--- src/hdl/ttag_pkg.sv ---
`default_nettype none

package ttag_pkg;

  // Default build sizes.
  localparam int DEF_MAX_DIMS   = 6;
  localparam int DEF_SIZE_BITS  = 16;
  localparam int DEF_INDEX_BITS = 32;

  // Fixed register file layout.
  localparam int SIZE_REGS    = 6;
  localparam int RANK_W       = 3;
  localparam int AXIS_W       = 3;
  localparam int AXIS_ORDER_W = 18;
  localparam int SIZE_REG_W   = 16;
  localparam int CFG_INDEX_W  = 3;
  localparam int CFG_DATA_W   = 18;
  localparam int OUT_BITS     = 32;

  // Register indexes.
  localparam logic [CFG_INDEX_W-1:0] REG_RANK       = 3'd0;
  localparam logic [CFG_INDEX_W-1:0] REG_AXIS_ORDER = 3'd1;
  localparam logic [CFG_INDEX_W-1:0] REG_SIZE0      = 3'd2;

  // Register reset values: rank one, identity axis order, unit sizes.
  localparam logic [RANK_W-1:0]       RANK_RESET       = 3'd1;
  localparam logic [AXIS_ORDER_W-1:0] AXIS_ORDER_RESET = 18'd181896;
  localparam logic [SIZE_REG_W-1:0]   SIZE_RESET       = 16'd1;

  // Status handed from the setup sequencer to the walker.
  typedef struct packed {
    logic busy;
    logic order_bad;
  } setup_status_t;

endpackage

`default_nettype wire

--- src/hdl/tensor_transpose_address_gen_core.sv ---
`default_nettype none

// Transpose address generator. Program rank, axis order and the input sizes
// through the write port; each accepted word then yields one (src_index,
// dst_index) pair of the transposed tensor in output row-major order, with
// last_element on the final pair and order_error when the axis order is not
// a permutation of the rank. After reset and after every register write an
// internal setup pass runs with in_ready low; a shift-add multiplier forms
// the stride products one bit per cycle, a size of zero counting as one.
// Once setup is done one word is accepted every cycle while no register is
// written and the output register is free or being taken, and its pair is
// ready in the output register in the next cycle; a word can be taken while
// the previous pair is being taken. Any register write returns the walk to
// element zero.
module tensor_transpose_address_gen_core #(
  parameter int MAX_DIMS   = ttag_pkg::DEF_MAX_DIMS,
  parameter int SIZE_BITS  = ttag_pkg::DEF_SIZE_BITS,
  parameter int INDEX_BITS = ttag_pkg::DEF_INDEX_BITS
) (
  input  logic                               clk,
  input  logic                               rst,
  input  logic                               cfg_we,
  input  logic [ttag_pkg::CFG_INDEX_W-1:0]   cfg_index,
  input  logic [ttag_pkg::CFG_DATA_W-1:0]    cfg_data,
  input  logic                               in_valid,
  output logic                               in_ready,
  input  logic                               restart,
  output logic                               out_valid,
  input  logic                               out_ready,
  output logic [ttag_pkg::OUT_BITS-1:0]      src_index,
  output logic [ttag_pkg::OUT_BITS-1:0]      dst_index,
  output logic                               last_element,
  output logic                               order_error
);
  import ttag_pkg::*;

  localparam int NDIM  = (MAX_DIMS < SIZE_REGS) ? MAX_DIMS : SIZE_REGS;
  localparam int CMP_W = CFG_INDEX_W + 1;

  logic [RANK_W-1:0]       rank_reg;
  logic [AXIS_ORDER_W-1:0] axis_order_reg;
  logic [SIZE_REG_W-1:0]   size_reg [NDIM];

  setup_status_t           status;
  logic [INDEX_BITS-1:0]   jump [NDIM];
  logic [SIZE_BITS-1:0]    osize_max [NDIM];
  logic [NDIM-1:0]         active;
  logic                    take;

  // Configuration registers.
  always_ff @(posedge clk) begin
    if (rst) begin
      rank_reg       <= RANK_RESET;
      axis_order_reg <= AXIS_ORDER_RESET;
      for (int d = 0; d < NDIM; d++) begin
        size_reg[d] <= SIZE_RESET;
      end
    end else if (cfg_we) begin
      if (cfg_index == REG_RANK) begin
        rank_reg <= cfg_data[RANK_W-1:0];
      end else if (cfg_index == REG_AXIS_ORDER) begin
        axis_order_reg <= cfg_data[AXIS_ORDER_W-1:0];
      end else begin
        for (int d = 0; d < NDIM; d++) begin
          if (CMP_W'(cfg_index) == CMP_W'(REG_SIZE0) + CMP_W'(d)) begin
            size_reg[d] <= cfg_data[SIZE_REG_W-1:0];
          end
        end
      end
    end
  end

  // Words flow whenever setup is done, no register is being written and the output register can take one.
  assign in_ready = !status.busy && !cfg_we && (!out_valid || out_ready);
  assign take     = in_valid && in_ready;

  ttag_setup #(
    .NDIM       (NDIM),
    .SIZE_BITS  (SIZE_BITS),
    .INDEX_BITS (INDEX_BITS)
  ) u_setup (
    .clk            (clk),
    .rst            (rst),
    .start          (cfg_we),
    .rank_reg       (rank_reg),
    .axis_order_reg (axis_order_reg),
    .size_reg       (size_reg),
    .status         (status),
    .jump           (jump),
    .osize_max      (osize_max),
    .active         (active)
  );

  ttag_walk #(
    .NDIM       (NDIM),
    .SIZE_BITS  (SIZE_BITS),
    .INDEX_BITS (INDEX_BITS)
  ) u_walk (
    .clk          (clk),
    .rst          (rst),
    .take         (take),
    .restart      (restart),
    .clear        (cfg_we),
    .status       (status),
    .jump         (jump),
    .osize_max    (osize_max),
    .active       (active),
    .out_ready    (out_ready),
    .out_valid    (out_valid),
    .src_index    (src_index),
    .dst_index    (dst_index),
    .last_element (last_element),
    .order_error  (order_error)
  );

endmodule

`default_nettype wire

--- src/hdl/ttag_setup.sv ---
`default_nettype none

module ttag_setup #(
  parameter int NDIM       = 6,
  parameter int SIZE_BITS  = 16,
  parameter int INDEX_BITS = 32
) (
  input  logic                                  clk,
  input  logic                                  rst,
  input  logic                                  start,
  input  logic [ttag_pkg::RANK_W-1:0]           rank_reg,
  input  logic [ttag_pkg::AXIS_ORDER_W-1:0]     axis_order_reg,
  input  logic [ttag_pkg::SIZE_REG_W-1:0]       size_reg [NDIM],
  output ttag_pkg::setup_status_t               status,
  output logic [INDEX_BITS-1:0]                 jump [NDIM],
  output logic [SIZE_BITS-1:0]                  osize_max [NDIM],
  output logic [NDIM-1:0]                       active
);
  import ttag_pkg::*;

  localparam int DIM_BITS = (NDIM > 1) ? $clog2(NDIM) : 1;
  localparam int P_BITS   = $clog2(NDIM + 1);
  localparam int P_DEPTH  = 2 ** P_BITS;
  localparam int CMP_W    = AXIS_W + 1;

  localparam logic [2:0] ST_IDLE  = 3'd0;
  localparam logic [2:0] ST_START = 3'd1;
  localparam logic [2:0] ST_LOAD  = 3'd2;
  localparam logic [2:0] ST_MUL   = 3'd3;
  localparam logic [2:0] ST_JREAD = 3'd4;
  localparam logic [2:0] ST_JCALC = 3'd5;

  logic [2:0]            state;
  logic [DIM_BITS-1:0]   cnt;
  logic [INDEX_BITS-1:0] prod [P_DEPTH];
  logic [INDEX_BITS-1:0] mcand;
  logic [SIZE_BITS-1:0]  mplier;
  logic [INDEX_BITS-1:0] mul_acc;
  logic [INDEX_BITS-1:0] qreg;
  logic [INDEX_BITS-1:0] off_sum;
  logic                  order_bad;

  logic [AXIS_W-1:0]     cur_ax;
  logic [DIM_BITS-1:0]   sz_idx;
  logic [SIZE_REG_W-1:0] size_rd;
  logic [SIZE_BITS-1:0]  s_trunc;
  logic [SIZE_BITS-1:0]  s_eff;
  logic [CMP_W-1:0]      p_addr_w;
  logic [INDEX_BITS-1:0] p_rd;
  logic                  cnt_in;
  logic                  bad_comb;
  logic [INDEX_BITS-1:0] mul_acc_next;
  logic [SIZE_BITS-1:0]  mplier_sh;

  // Source axis of the output dimension under the counter.
  assign cur_ax = axis_order_reg[AXIS_W*cnt +: AXIS_W];
  assign cnt_in = CMP_W'(cnt) < CMP_W'(rank_reg);

  // One size read port: input axis in the product phase, source axis otherwise.
  assign sz_idx  = (state == ST_LOAD) ? cnt : cur_ax[DIM_BITS-1:0];
  assign size_rd = (CMP_W'(sz_idx) < CMP_W'(NDIM)) ? size_reg[sz_idx] : SIZE_RESET;
  assign s_trunc = SIZE_BITS'(size_rd);
  assign s_eff   = (s_trunc == '0) ? SIZE_BITS'(1) : s_trunc;

  // One read port into the suffix products.
  always_comb begin
    case (state)
      ST_LOAD:  p_addr_w = CMP_W'(cnt) + CMP_W'(1);
      ST_JREAD: p_addr_w = CMP_W'(cur_ax) + CMP_W'(1);
      default:  p_addr_w = CMP_W'(cur_ax);
    endcase
  end
  assign p_rd = prod[p_addr_w[P_BITS-1:0]];

  // Shift-add multiplier step.
  assign mul_acc_next = mul_acc + (mplier[0] ? mcand : '0);
  assign mplier_sh    = mplier >> 1;

  // The axis order must name every axis below the rank exactly once.
  always_comb begin : order_check
    logic [7:0]        seen;
    logic [AXIS_W-1:0] a;
    seen     = '0;
    a        = '0;
    bad_comb = (rank_reg == '0) || (CMP_W'(rank_reg) > CMP_W'(NDIM));
    for (int d = 0; d < NDIM; d++) begin
      if (CMP_W'(d) < CMP_W'(rank_reg)) begin
        a = axis_order_reg[AXIS_W*d +: AXIS_W];
        if ((a >= rank_reg) || seen[a]) begin
          bad_comb = 1'b1;
        end
        seen[a] = 1'b1;
      end
    end
  end

  always_comb begin
    for (int d = 0; d < NDIM; d++) begin
      active[d] = CMP_W'(d) < CMP_W'(rank_reg);
    end
  end

  assign status.busy      = (state != ST_IDLE);
  assign status.order_bad = order_bad;

  // Setup sequencer: suffix products of the input sizes, then the per-dimension
  // source jumps taken when the odometer carries into that dimension.
  always_ff @(posedge clk) begin
    if (rst) begin
      state     <= ST_START;
      cnt       <= '0;
      order_bad <= 1'b0;
    end else begin
      if (state != ST_IDLE) begin
        order_bad <= bad_comb;
      end
      if (start) begin
        state <= ST_START;
      end else begin
        case (state)
          ST_IDLE: begin
            state <= ST_IDLE;
          end
          ST_START: begin
            prod[P_BITS'(NDIM)] <= INDEX_BITS'(1);
            cnt                 <= DIM_BITS'(NDIM - 1);
            state               <= ST_LOAD;
          end
          ST_LOAD: begin
            if (cnt_in) begin
              mcand   <= p_rd;
              mplier  <= s_eff;
              mul_acc <= '0;
              state   <= ST_MUL;
            end else begin
              prod[P_BITS'(cnt)] <= INDEX_BITS'(1);
              if (cnt == '0) begin
                cnt     <= DIM_BITS'(NDIM - 1);
                off_sum <= '0;
                state   <= ST_JREAD;
              end else begin
                cnt <= cnt - DIM_BITS'(1);
              end
            end
          end
          ST_MUL: begin
            mul_acc <= mul_acc_next;
            mcand   <= mcand << 1;
            mplier  <= mplier_sh;
            if (mplier_sh == '0) begin
              prod[P_BITS'(cnt)] <= mul_acc_next;
              if (cnt == '0) begin
                cnt     <= DIM_BITS'(NDIM - 1);
                off_sum <= '0;
                state   <= ST_JREAD;
              end else begin
                cnt   <= cnt - DIM_BITS'(1);
                state <= ST_LOAD;
              end
            end
          end
          ST_JREAD: begin
            if (cnt_in) begin
              qreg           <= p_rd;
              osize_max[cnt] <= s_eff - SIZE_BITS'(1);
              state          <= ST_JCALC;
            end else begin
              osize_max[cnt] <= '0;
              jump[cnt]      <= '0;
              if (cnt == '0) begin
                state <= ST_IDLE;
              end else begin
                cnt <= cnt - DIM_BITS'(1);
              end
            end
          end
          ST_JCALC: begin
            // Step along this axis, rewinding every inner output dimension.
            jump[cnt] <= qreg - off_sum;
            off_sum   <= off_sum + (p_rd - qreg);
            if (cnt == '0) begin
              state <= ST_IDLE;
            end else begin
              cnt   <= cnt - DIM_BITS'(1);
              state <= ST_JREAD;
            end
          end
          default: begin
            state <= ST_START;
          end
        endcase
      end
    end
  end

endmodule

`default_nettype wire

--- src/hdl/ttag_walk.sv ---
`default_nettype none

module ttag_walk #(
  parameter int NDIM       = 6,
  parameter int SIZE_BITS  = 16,
  parameter int INDEX_BITS = 32
) (
  input  logic                              clk,
  input  logic                              rst,
  input  logic                              take,
  input  logic                              restart,
  input  logic                              clear,
  input  ttag_pkg::setup_status_t           status,
  input  logic [INDEX_BITS-1:0]             jump [NDIM],
  input  logic [SIZE_BITS-1:0]              osize_max [NDIM],
  input  logic [NDIM-1:0]                   active,
  input  logic                              out_ready,
  output logic                              out_valid,
  output logic [ttag_pkg::OUT_BITS-1:0]     src_index,
  output logic [ttag_pkg::OUT_BITS-1:0]     dst_index,
  output logic                              last_element,
  output logic                              order_error
);
  import ttag_pkg::*;

  localparam int DIM_BITS = (NDIM > 1) ? $clog2(NDIM) : 1;

  logic [SIZE_BITS-1:0]  pos [NDIM];
  logic [INDEX_BITS-1:0] cur_src;
  logic [INDEX_BITS-1:0] cur_dst;

  logic [SIZE_BITS-1:0]  base_pos [NDIM];
  logic [SIZE_BITS-1:0]  pos_next [NDIM];
  logic [INDEX_BITS-1:0] base_src;
  logic [INDEX_BITS-1:0] base_dst;
  logic [INDEX_BITS-1:0] src_next;
  logic [INDEX_BITS-1:0] dst_next;
  logic [NDIM-1:0]       at_max;
  logic [DIM_BITS-1:0]   sel;
  logic                  found;
  logic                  is_last;

  // A restart clears the position before this word is produced.
  always_comb begin
    for (int d = 0; d < NDIM; d++) begin
      base_pos[d] = restart ? '0 : pos[d];
      at_max[d]   = !active[d] || (base_pos[d] == osize_max[d]);
    end
  end
  assign base_src = restart ? '0 : cur_src;
  assign base_dst = restart ? '0 : cur_dst;
  assign is_last  = &at_max;

  // Innermost dimension that can still count up.
  always_comb begin
    sel   = '0;
    found = 1'b0;
    for (int d = 0; d < NDIM; d++) begin
      if (!at_max[d]) begin
        sel   = DIM_BITS'(d);
        found = 1'b1;
      end
    end
  end

  // Odometer step; past the final element everything returns to zero.
  always_comb begin
    for (int d = 0; d < NDIM; d++) begin
      if (!found || (DIM_BITS'(d) > sel)) begin
        pos_next[d] = '0;
      end else if (DIM_BITS'(d) == sel) begin
        pos_next[d] = base_pos[d] + SIZE_BITS'(1);
      end else begin
        pos_next[d] = base_pos[d];
      end
    end
    src_next = found ? (base_src + jump[sel]) : '0;
    dst_next = found ? (base_dst + INDEX_BITS'(1)) : '0;
  end

  // Position state.
  always_ff @(posedge clk) begin
    if (rst || clear) begin
      for (int d = 0; d < NDIM; d++) begin
        pos[d] <= '0;
      end
      cur_src <= '0;
      cur_dst <= '0;
    end else if (take) begin
      if (status.order_bad) begin
        for (int d = 0; d < NDIM; d++) begin
          pos[d] <= '0;
        end
        cur_src <= '0;
        cur_dst <= '0;
      end else begin
        pos     <= pos_next;
        cur_src <= src_next;
        cur_dst <= dst_next;
      end
    end
  end

  // Output register.
  always_ff @(posedge clk) begin
    if (rst) begin
      out_valid <= 1'b0;
    end else if (take) begin
      out_valid <= 1'b1;
    end else if (out_ready) begin
      out_valid <= 1'b0;
    end
  end

  always_ff @(posedge clk) begin
    if (take) begin
      if (status.order_bad) begin
        src_index    <= '0;
        dst_index    <= '0;
        last_element <= 1'b1;
        order_error  <= 1'b1;
      end else begin
        src_index    <= OUT_BITS'(base_src);
        dst_index    <= OUT_BITS'(base_dst);
        last_element <= is_last;
        order_error  <= 1'b0;
      end
    end
  end

endmodule

`default_nettype wire

--- config.mk ---
export PLATFORM = sky130hd
export DESIGN_NAME = tensor_transpose_address_gen_core
export DESIGN_NICKNAME = d
export VERILOG_FILES = /design/src/hdl/ttag_pkg.sv /design/src/hdl/tensor_transpose_address_gen_core.sv /design/src/hdl/ttag_setup.sv /design/src/hdl/ttag_walk.sv
export SDC_FILE = /design/constraint.sdc
export NUM_CORES = 2
export LEC_CHECK = 0
export BUFFER_PORTS_ARGS = -buffer_cell sky130_fd_sc_hd__buf_2
export CORE_AREA = 2 2 338 307
export CTS_CLUSTER_DIAMETER = 150
export CTS_CLUSTER_SIZE = 14
export DETAILED_ROUTE_END_ITERATION = 10
export DIE_AREA = 0 0 340 309
export PLACE_DENSITY = 0.83
export SETUP_SLACK_MARGIN = 0.1
export SYNTH_ARGS = -nofsm -noshare
export SYNTH_HDL_FRONTEND = slang
export SYNTH_SLANG_ARGS = --single-unit
--- constraint.sdc ---
create_clock -name clk -period 10.2 [get_ports clk]
set_input_delay 2.55 -clock clk [delete_from_list [all_inputs] [get_ports clk]]
set_output_delay 2.55 -clock clk [all_outputs]
set_load 0.005 [all_outputs]
==> impl_metrics.tcl <==
set metrics [dict create \
    rsz0062_at_grt "false" \
    slew_headroom 0.09697 \
    cts-root-buf "clkbuf_16" \
    worstSetupPathType "primary input to flip-flop" \
    drtPass1Iterations 7 \
    ant_nets 0 \
    peakVddDrop_v 0.0001265 \
    period_minus_slack_ps 8560 \
    largest_register "u_setup.prod" \
    top_regs "u_setup.prod: 256 flops, u_setup.jump: 192 flops" \
    p_total_uw 8936 \
    p_sw_uw 2365 \
    crit_buf_inv 3 \
    largest_register_ffs 256 \
    drv_cap 0 \
    tritoncts "done" \
    overflow 0 \
    final_cell_mix "872 x nand2_1, 754 x edfxtp_1, 493 x nor2_1" \
    yosys_warnings 0 \
    grt_pass1_vias 41450 \
    wl_um 145100 \
    arrival_ps 9120 \
    gp_congestion 0.9243 \
    initialDrtViolationCount 6189 \
    min-delay-start "size_reg[95]" \
    routed_via_density 6.345 \
    max_stage_delay_ps 830 \
    grt_pass1_wl_um 226600 \
    p_clk_frac 0.342 \
    fin_crit_sh 0.8392 \
    final.setup.tns_ps 0 \
    post_cts_buffers 0 \
    io_buffers 94 \
    min_path_type "flip-flop to flip-flop" \
    cp_max_fo 109 \
    fp.dieH_um 309 \
    ys_types 87 \
    nFillCells 8102 \
    cp.depth 24 \
    async_reset_ff_frac 0 \
    dp_hpwl_um 96410 \
    worst_pin_slew_ps 1350 \
    syn_area_per_cell_um2 9.737 \
    whs_ps 456.6 \
    grt.total_usage 0.2678 \
    ys_seq_area_frac 0.5112 \
    p_per_area_nw_per_um2 150.0 \
    crit_family "compound AO/OA/AOI/OAI gates" \
    core-area_um2 101200 \
    clkLatencyLatePin_ps 690 \
    syn_inst 5695 \
    reg2regPathDepth 27 \
    cts_buffers 84 \
    rrSetupSlack_ps 1660 \
    ctsHoldBuffers 0 \
    wl_per_cell_um 20.62 \
    via_count 44650 \
    fp.dieW_um 340 \
    p_leak_uw 0.02122 \
    drcViolationCount 0 \
    cts_sinks 1039 \
    slew_viol_final 0 \
    p_int_uw 6570 \
    synth_seq_cells 1039 \
    crit_path_end_kind "flip-flop" \
    seq_power_share 0.512 \
    setup.worst_path.start_class "primary input" \
    drive_gt1_frac 0.06885 \
    finClkSkew_ps 38.54 \
    io_pins 95 \
    p_comb_frac 0.146 \
    worst_setup_hold_path_clk_slew_ps 60 \
    status "completed" \
    syn2layout_area_growth_pct 7.448 \
    setup-violations-final 0 \
    htree_levels 3 \
    final_nets 5854 \
    hold_violations 0 \
    startpoint "restart" \
    synth_edf_count 754 \
    hold_depth 2 \
    die_area_um2 105100 \
    crit_chain "buf_4, buf_12, nor2_1, o32ai_1, o211ai_1, o22ai_4, mux2_2, o22ai_1, a211oi_1, ha_1, inv_1, fa_1, nor2b_1, o21a_1, nor2_1, o31ai_1, a21oi_1, o31ai_1, a31oi_1, o21ai_0, nand2_1, o21ai_0, xor2_1, a22o_1" \
    rr_startpoint "u_setup.cnt[0]" \
    grt_max_degree 110 \
    antenna_found_initial 4 \
    syn-cell-area_um2 55450 \
    synth_ff_type "edfxtp_1" \
    clock.fmax_mhz 116.8 \
    crit_slowest_cell "o22ai_4" \
    cts-resized-gates 0 \
    final_common_cell "nand2_1" \
    cts_buffer_depth 3 \
    start_util 0.5477 \
    p_sw_frac 0.2647 \
    num_rows 111 \
    syn_nets 5917 \
    cp.required_ps 10760 \
]
==> power groups by stage <==
stage                     sequential (uW)  combinational, uW  clock [uW]
after floorplan                      4660                934           0
after CTS                            4580               1270        3080
final                                4580               1300        3060
after global placement               4670               1220           0
after global routing                 4580               1420        3230
after detailed placement             4670               1260           0
==> worst paths after layout <==
check                        end
max           u_walk.cur_src[30]
min                 size_reg[95]
max reg2reg  u_setup.off_sum[31]
min reg2reg         size_reg[95]
==> cells by family (layout without fill, tap and decap cells) <==
logic type,count (synthesis),in the layout,synth area share
other,0,1,0
multiplexers,101,101,0.02164
AO/OA/AOI/OAI,1560,1560,0.1792
adder cells (fa/ha/maj),195,195,0.04860
buffers and inverters,528,512,0.03696
XOR/XNOR,171,171,0.02701
AND/OR/NAND/NOR,2101,2101,0.1754
flip-flops,1039,1039,0.5112
==> layout make-up <==
type                    count  area, um^2  area share
diodes                      1       2.502  0.00004200
clock buffers             131        2342     0.03931
clock inverters             2       25.02   0.0004200
inverters                 198       745.7     0.01252
multi-input cells        4128       25280      0.4243
flip-flops and latches   1039       28350      0.4758
well taps                1356        1697     0.02848
repair buffers            181        1141     0.01915
==> Yosys cell counts (34+ instances only) <==
library cell,count,area [um^2]
mux2_2,49,551.8
nand2b_1,39,244.0
fa_1,34,680.7
o21ai_0,281,1406
clkbuf_1,277,1040
ha_1,161,2014
a21oi_1,483,2417
nor2_1,512,1922
nand4_1,40,250.2
xor2_1,52,455.4
dfxtp_1,285,5705
a31oi_1,79,494.2
nor2b_1,96,600.6
inv_1,197,739.5
nor3_1,68,340.3
a311oi_1,48,420.4
a22o_1,71,621.9
a21o_1,97,728.2
o22ai_1,82,513.0
edfxtp_1,754,22640
nand2_1,875,3284
a22oi_1,51,382.9
mux2i_1,40,400.4
and3_1,45,281.5
and2_1,145,907.1
a211oi_1,109,818.3
nand3_1,108,540.5
xnor2_1,119,1042
==> through the flow <==
| step | cells | setup slack, ps | utilization | area (um^2) |
|---|---|---|---|---|
| 6_report | 7036 | 1640 | 0.5885 | 59580 |
| 5_1_grt | 7036 | 1084 | 0.5885 | 59580 |
| 4_1_cts | 7035 | 1769 | 0.5885 | 59580 |
| 3_5_place_dp | 6902 | 1089 | 0.5651 | 57210 |
| 3_3_place_gp | 6902 | 1166 | 0.5651 | 57210 |
| 2_1_floorplan | 5695 | 2297 | - | 55450 |
==> routing by layer <==
| layer | global-route usage | wire (um) | share of wire |
|---|---|---|---|
| met3 | 0.05347 | 15460 | 0.11 |
| met1 | 0.3608 | 58330 | 0.40 |
| met4 | 0.09241 | 4685 | 0.032 |
| met5 | 0.001359 | 0 | 0 |
| met2 | 0.4329 | 66640 | 0.46 |
==> worst register-to-register path: stages, from the launching register on <==
cell and delay, ps:
dfxtp_1 950, or3b_1 250, a21oi_1 120, nor3_1 630, a21oi_1 170, ha_1 320
nor2_1 80, a21oi_4 550, buf_4 520, and2_1 220, a211oi_1 40, a31oi_1 210
a21o_1 200, inv_1 100, fa_1 550, inv_1 50, ha_1 340, o21a_1 140
o21ai_0 120, o31ai_1 490, o21ai_1 270, o311ai_0 890, a41oi_1 320, o21ai_1 280
nand2_1 110, o21ai_1 190, xnor2_1 130, nor2_1 50
Note: power is estimated with default switching activity, not from simulation.
